### src/wpea_pkg.sv
// ----------------------------------------------------------------------------
// Windowed per-element averager package
// Shared constants, item kinds, register indexes and controller states.
// ----------------------------------------------------------------------------
`default_nettype none

package wpea_pkg;

	localparam int MAX_ELEMENTS = 1024;
	localparam int MAX_COLUMNS  = 8;
	localparam int DEPTH        = MAX_ELEMENTS * MAX_COLUMNS;
	localparam int ADDR_W       = $clog2(DEPTH);

	localparam int ENTRY_W = 40;
	localparam int STEP_W  = 48;
	localparam int DVD_W   = 48;
	localparam int DVS_W   = 24;

	localparam int IN_TDATA_W  = 128;
	localparam int OUT_TDATA_W = 104;
	localparam int CFG_DATA_W  = 32;

	typedef enum logic [2:0] {
		KIND_START  = 3'd0,
		KIND_BEGIN  = 3'd1,
		KIND_SAMPLE = 3'd2,
		KIND_END    = 3'd3,
		KIND_READ   = 3'd4
	} kind_t;

	localparam logic [2:0] CFG_SPACING = 3'd0;
	localparam logic [2:0] CFG_REPEATS = 3'd1;
	localparam logic [2:0] CFG_PERIOD  = 3'd2;
	localparam logic [2:0] CFG_GSELECT = 3'd3;
	localparam logic [2:0] CFG_NELEM   = 3'd4;
	localparam logic [2:0] CFG_NCOL    = 3'd5;

	typedef enum logic [3:0] {
		ST_IDLE,
		ST_BAD,
		ST_SDIV,
		ST_RMW,
		ST_CLR,
		ST_DRD,
		ST_DWT,
		ST_DDIV,
		ST_EMIT
	} state_t;

endpackage

`default_nettype wire

### src/wpea_div.sv
// ----------------------------------------------------------------------------
// Shared restoring divider
// Unsigned divide, one quotient bit per cycle, with quotient and remainder.
// ----------------------------------------------------------------------------
`default_nettype none

module wpea_div (
	input  wire logic                       clk,
	input  wire logic                       arst_n,
	input  wire logic                       start,
	input  wire logic [wpea_pkg::DVD_W-1:0] dividend,
	input  wire logic [wpea_pkg::DVS_W-1:0] divisor,
	output logic                            done,
	output logic      [wpea_pkg::DVD_W-1:0] quot,
	output logic      [wpea_pkg::DVS_W-1:0] rem
);
	import wpea_pkg::*;

	localparam int CNT_W = $clog2(DVD_W + 1);

	logic [DVD_W-1:0] q_q;
	logic [DVS_W-1:0] r_q;
	logic [DVS_W-1:0] d_q;
	logic [CNT_W-1:0] cnt_q;
	logic             busy_q;
	logic             done_q;
	logic [DVS_W:0]   trial;
	logic [DVS_W:0]   diff;
	logic             ge;

	always_comb begin
		trial = {r_q, q_q[DVD_W-1]};
		diff  = trial - {1'b0, d_q};
		ge    = trial >= {1'b0, d_q};
	end

	always_ff @(posedge clk or negedge arst_n) begin
		if (!arst_n) begin
			busy_q <= 1'b0;
			done_q <= 1'b0;
			cnt_q  <= '0;
		end else if (start) begin
			busy_q <= 1'b1;
			done_q <= 1'b0;
			cnt_q  <= CNT_W'(DVD_W);
		end else if (busy_q) begin
			cnt_q <= cnt_q - CNT_W'(1);
			if (cnt_q == CNT_W'(1)) begin
				busy_q <= 1'b0;
				done_q <= 1'b1;
			end
		end else begin
			done_q <= 1'b0;
		end
	end

	always_ff @(posedge clk) begin
		if (start) begin
			q_q <= dividend;
			r_q <= '0;
			d_q <= divisor;
		end else if (busy_q) begin
			q_q <= {q_q[DVD_W-2:0], ge};
			r_q <= ge ? diff[DVS_W-1:0] : trial[DVS_W-1:0];
		end
	end

	assign done = done_q;
	assign quot = q_q;
	assign rem  = r_q;

endmodule

`default_nettype wire

### config.mk
export PLATFORM = sky130hd
export DESIGN_NAME = wpea_div
export DESIGN_NICKNAME = d
export VERILOG_FILES = /design/src/wpea_pkg.sv /design/src/wpea_div.sv
export SDC_FILE = /design/constraint.sdc
export NUM_CORES = 1
export LEC_CHECK = 0
export BUFFER_PORTS_ARGS = -buffer_cell sky130_fd_sc_hd__buf_2
export CORE_MARGIN = 2
export CORE_UTILIZATION = 57
export CTS_CLUSTER_SIZE = 30
export DETAILED_ROUTE_END_ITERATION = 16
export GPL_TIMING_DRIVEN = 0
export PLACE_DENSITY = 0.9
export SLEW_MARGIN = 20
export SYNTH_ARGS = -nofsm -noshare
export SYNTH_HDL_FRONTEND = slang
export SYNTH_SLANG_ARGS = --single-unit
### constraint.sdc
create_clock -name clk -period 4.8 [get_ports clk]
set_clock_uncertainty 0.1 [all_clocks]
set_input_delay 0.96 -clock clk [delete_from_list [all_inputs] [get_ports clk]]
set_output_delay 0.96 -clock clk [all_outputs]
set_load 0.01 [all_outputs]
==> results.md <==
- Summed over all failing endpoints, the final setup total negative slack is 0 ns.
- Setup repair after global routing left no endpoint under its margin.
- After global routing the overflow that remains totals 0.
- Combinational cells account for between 15 and 20% of the total power.
- Leaving out filler cells and counting taps, the final layout contains approximately 800.
- The number of buffers created by CTS is 9.
- The count of different cell masters after synthesis is 63.
- Summing the sequential cell areas from Yosys gives 51.09% of the chip area.
- The internal power consumption is around 1.4 mW.
- STA puts the critical path data required time at about 5.0 ns.
- The number of antenna violations at the first check in global routing is 0.
- The count of final max-slew check failures came to 0.
- The number of port buffers is around 150.
- The worst setup path is captured at a register.
- The total number of vias is 4451.
- The die span in x is about 100 µm.
- The launch instance of the worst register-to-register path is quot[47]$_DFFE_PP_.
- The number of hold buffers added after CTS was 0.
- In this run, the clock network consumes 28.9% of the power.
- The share of post-route cells with drive strength above 1 is 34.60%.
- The iteration count of the initial detailed-routing pass is 5.
- The minimum clock period is 3.473 ns.
- Row generation in the floorplan step produced 36 rows.
- The pin count of the biggest net entering global routing is 40.
- The flop-to-flop setup slack is 1.33 ns.
- The post-detailed-route count of antenna-violating nets is 0.
- IR analysis of the VDD net gives a maximum drop of roughly 0.30 mV.
- The count of pins on the block boundary is 148.
- The number of endpoints with negative hold slack in the final report was 0.
- The number of placed instances with taps included is a little under 800.
- The end of the worst register-to-register path is rem[20]$_SDFFE_PP0P_.
- The worst max-slew margin expressed relative to the limit is ~36%.
- The floorplan die area is 10570 µm².
- The total area inside the core boundary comes to roughly 9600 µm².
- The total number of nets in the final design is around 750.
- For the worst setup path, the data arrival time is roughly 3.7 ns.
- The standard cell with the maximum stage delay on the critical path is sky130_fd_sc_hd__o41ai_1.
- The most used flip-flop cell after synthesis is sky130_fd_sc_hd__edfxtp_1.
- Clock tree synthesis found a total of ~100 sinks.
- At the end of routability-driven placement, the weighted congestion stood at ~0.96.
- The maximum fanout encountered on the critical timing path is 4.
- The estimated wirelength of the detail-placed design is ~10000 µm.
- The global-route wire length before repair is between 20000 and 25000 µm.
- The violation count after the first detailed-routing iteration is approximately 250.
- After detailed routing, the total wire length is approximately 14000 µm.
- STA classifies the critical path startpoint as a register.
- The startpoint of the worst setup timing path is quot[47]$_DFFE_PP_.
- Counting flops with an async set or reset pin after synthesis yields a share of slightly below 8%.
- At the pin with the least slew margin, the transition time is ~0.96 ns.
- The aggregate global-route resource usage is between 20% and 30%.
- The register bit count reported by yosys is 104.
- The TritonCTS clock tree is yes.
- The power per standard cell area is 294.7 nW/µm².
- The static leakage is 3.068 nW.
- The count of final setup violators is 0.
- Net switching is between 20% and 30% of the power.
- The number of global-route vias before repair is roughly 4400.
- The number of buffers and inverters on the critical path is 2.
- Dividing the detail-routed via count by the number of cells gives 5.641.
- The synthesized area per cell is approximately 11 µm².
- The number of enable-type register cells in the synthesized netlist is 72.
- Of the available clock period, the critical path in the final layout requires between 70 and 80%.
- The signal on the critical path passes through inv_1 -> ha_1 -> inv_1 -> fa_1 -> a21oi_1 -> o2111ai_1 -> o21ai_0 -> a21oi_1 -> o41ai_1 -> xnor2_1 -> mux2i_1 -> o21ai_0.
- For this run, design rule violations remaining after detail routing come to 0.
- The number of cells on the worst reg-to-reg path is 12.
- The height of the chip is between 100 and 150 µm.
- The buffer cell driving the clock tree root is sky130_fd_sc_hd__clkbuf_8.
- In this run the worst setup path terminates at rem[20]$_SDFFE_PP0P_.
- The post-synth design cell area is about 5600 µm².
- Counting buffers and inverters, the worst setup path is 12 cells deep.
- The area added between synthesis and finish is 20.17%.
- On the worst path, the slowest cell contributes a delay of 0.56 ns.
- The number of buffers on the longest clock path is 2.
- Once the floorplan was initialized, standard cells occupied between 50% and 60% of the core.
- Fill cells in the final layout number about 740.
- The tool flagged a number of max-cap violations equal to 0.
- The tightest min-delay check is of the in -> async type.
- The clock transition at the register clock pins on the worst setup and hold paths after CTS is roughly 0.11 ns.
- The antenna diode count is 0.
- The H-tree depth is 3.
- For this run, the top clock speed supported by timing is around 290 MHz.
- The critical path is of the reg -> reg type.
- The number of nets produced by synthesis is slightly below 600.
- Synthesis produced a little under 500 cells.
- The clock latency of the later-clocked register in the worst-skew pair is approximately 0.39 ns.
- The average wire length per cell after detail routing is approximately 17 µm.
- The number of gates resized after CTS was 0.
- The net switching power is 535.2 µW.
- The total setup buffers inserted after CTS is 0.
- Registers are responsible for ~55% of the overall power.
- The flow ran to the end, and the final reports show no timing, DRC or antenna violations.
- For this run, the number of Yosys warnings is 0.
- The cell family contributing the most delay on the critical path is compound AO/OA/AOI/OAI gates.
-- synth_stat cells (13+ instances only) --
master	instances	area share [%]
sky130_fd_sc_hd__o21ai_0	22	2.0
sky130_fd_sc_hd__nor2_1	38	2.6
sky130_fd_sc_hd__clkbuf_1	13	0.88
sky130_fd_sc_hd__mux2_2	47	9.5
sky130_fd_sc_hd__dfxtp_1	24	8.6
sky130_fd_sc_hd__mux2i_1	18	3.2
sky130_fd_sc_hd__a211oi_1	14	1.9
sky130_fd_sc_hd__edfxtp_1	72	39
sky130_fd_sc_hd__nand2_1	33	2.2
sky130_fd_sc_hd__a21oi_1	29	2.6
sky130_fd_sc_hd__inv_1	36	2.4
sky130_fd_sc_hd__ha_1	26	5.8
-- sequential cells by signal, summed over array words and instances, names as in the netlist --
signal / cells
busy_q: 1
rem: 24
cnt_q: 6
quot: 48
d_q: 24
done: 1
-- how the worst min path moves through the flow --
stage | to | slack, ns
2_1_floorplan | cnt_q[5]$_DFFE_PN0P_ | 0.39
3_3_place_gp | rem[12]$_SDFFE_PP0P_ | 0.39
3_5_place_dp | done$_DFFE_PN0P_ | 0.39
4_1_cts | cnt_q[5]$_DFFE_PN0P_ | 0.28
5_1_grt | cnt_q[5]$_DFFE_PN0P_ | 0.29
6_report | cnt_q[0]$_DFFE_PN0P_ | 0.29
-- routing by layer --
metal / wire [µm] / part of all wire, % / global-route usage, %
met2: 6796 / 49 / 44.54
met4: 355 / 2.6 / 9.514
met5: 0 / 0 / 0
met1: 5515 / 40 / 32.52
met3: 1111 / 8.1 / 8.475
-- cell usage in the layout (no fill, tap or decap), types with 3 or more instances in the layout --
cell type	instances
sky130_fd_sc_hd__nand3_1	9
sky130_fd_sc_hd__o21ai_0	22
sky130_fd_sc_hd__dfrtp_1	8
sky130_fd_sc_hd__a21oi_1	29
sky130_fd_sc_hd__a211oi_1	14
sky130_fd_sc_hd__ha_1	26
sky130_fd_sc_hd__inv_1	35
sky130_fd_sc_hd__nand2b_1	5
sky130_fd_sc_hd__xor2_1	11
sky130_fd_sc_hd__or3_1	4
sky130_fd_sc_hd__buf_2	151
sky130_fd_sc_hd__mux2_2	47
sky130_fd_sc_hd__mux2i_1	18
sky130_fd_sc_hd__nor4_1	3
sky130_fd_sc_hd__dfxtp_1	24
sky130_fd_sc_hd__nand4_1	3
sky130_fd_sc_hd__clkbuf_8	9
sky130_fd_sc_hd__nand2_1	33
sky130_fd_sc_hd__o21a_1	3
sky130_fd_sc_hd__clkinv_2	3
sky130_fd_sc_hd__clkbuf_1	13
sky130_fd_sc_hd__xnor2_1	12
sky130_fd_sc_hd__edfxtp_1	72
sky130_fd_sc_hd__a21o_1	6
sky130_fd_sc_hd__nor2_1	38
-- cell families (layout without fill, tap and decap cells) --
group	count (synthesis)	in the layout	share of synthesized area [%]
adder cells (fa/ha/maj)	27	27	6.206
AND/OR/NAND/NOR	111	111	9.310
multiplexers	65	65	12.75
buffers and inverters	56	220	4.025
flip-flops	104	104	51.09
XOR/XNOR	23	23	3.620
AO/OA/AOI/OAI	106	106	13.00
-- cell type report --
cell class                      count  area (µm²)  share of cell area (%)
Tap cell                          133       166.4                   2.489
Timing Repair Buffer              148       755.7                   11.30
Clock buffer                        9       123.9                   1.853
Buffer                             20       88.84                   1.329
Clock inverter                      7       76.32                   1.141
Multi-Input combinational cell    332        2497                   37.35
Inverter                           36       135.1                   2.021
Sequential cell                   104        2843                   42.52
-- through the flow --
step                      cell area [µm²]  utilization, %  total power [mW]  hold slack (ns)  worst slack (ns)
after floorplan                      5564               -             1.288           0.3883             1.924
after global placement               6466           67.08             1.401           0.3915            0.7204
after detailed placement             6486           67.29             1.417           0.3946             1.429
after CTS                            6686           69.37             1.981           0.2782             1.376
after global routing                 6686           69.37             2.054           0.2901             1.187
final                                6686           69.37             1.971           0.2938             1.327
-- power groups by stage --
stage          Combinational [mW]  Sequential, mW  Clock [mW]
5_1_grt                     0.349            1.09       0.611
3_3_place_gp                0.303            1.10           0
6_report                    0.317            1.08       0.570
4_1_cts                     0.317            1.08       0.580
3_5_place_dp                0.316            1.10           0
2_1_floorplan               0.171            1.12           0
No activity file was read; power rests on OpenSTA's default activity.
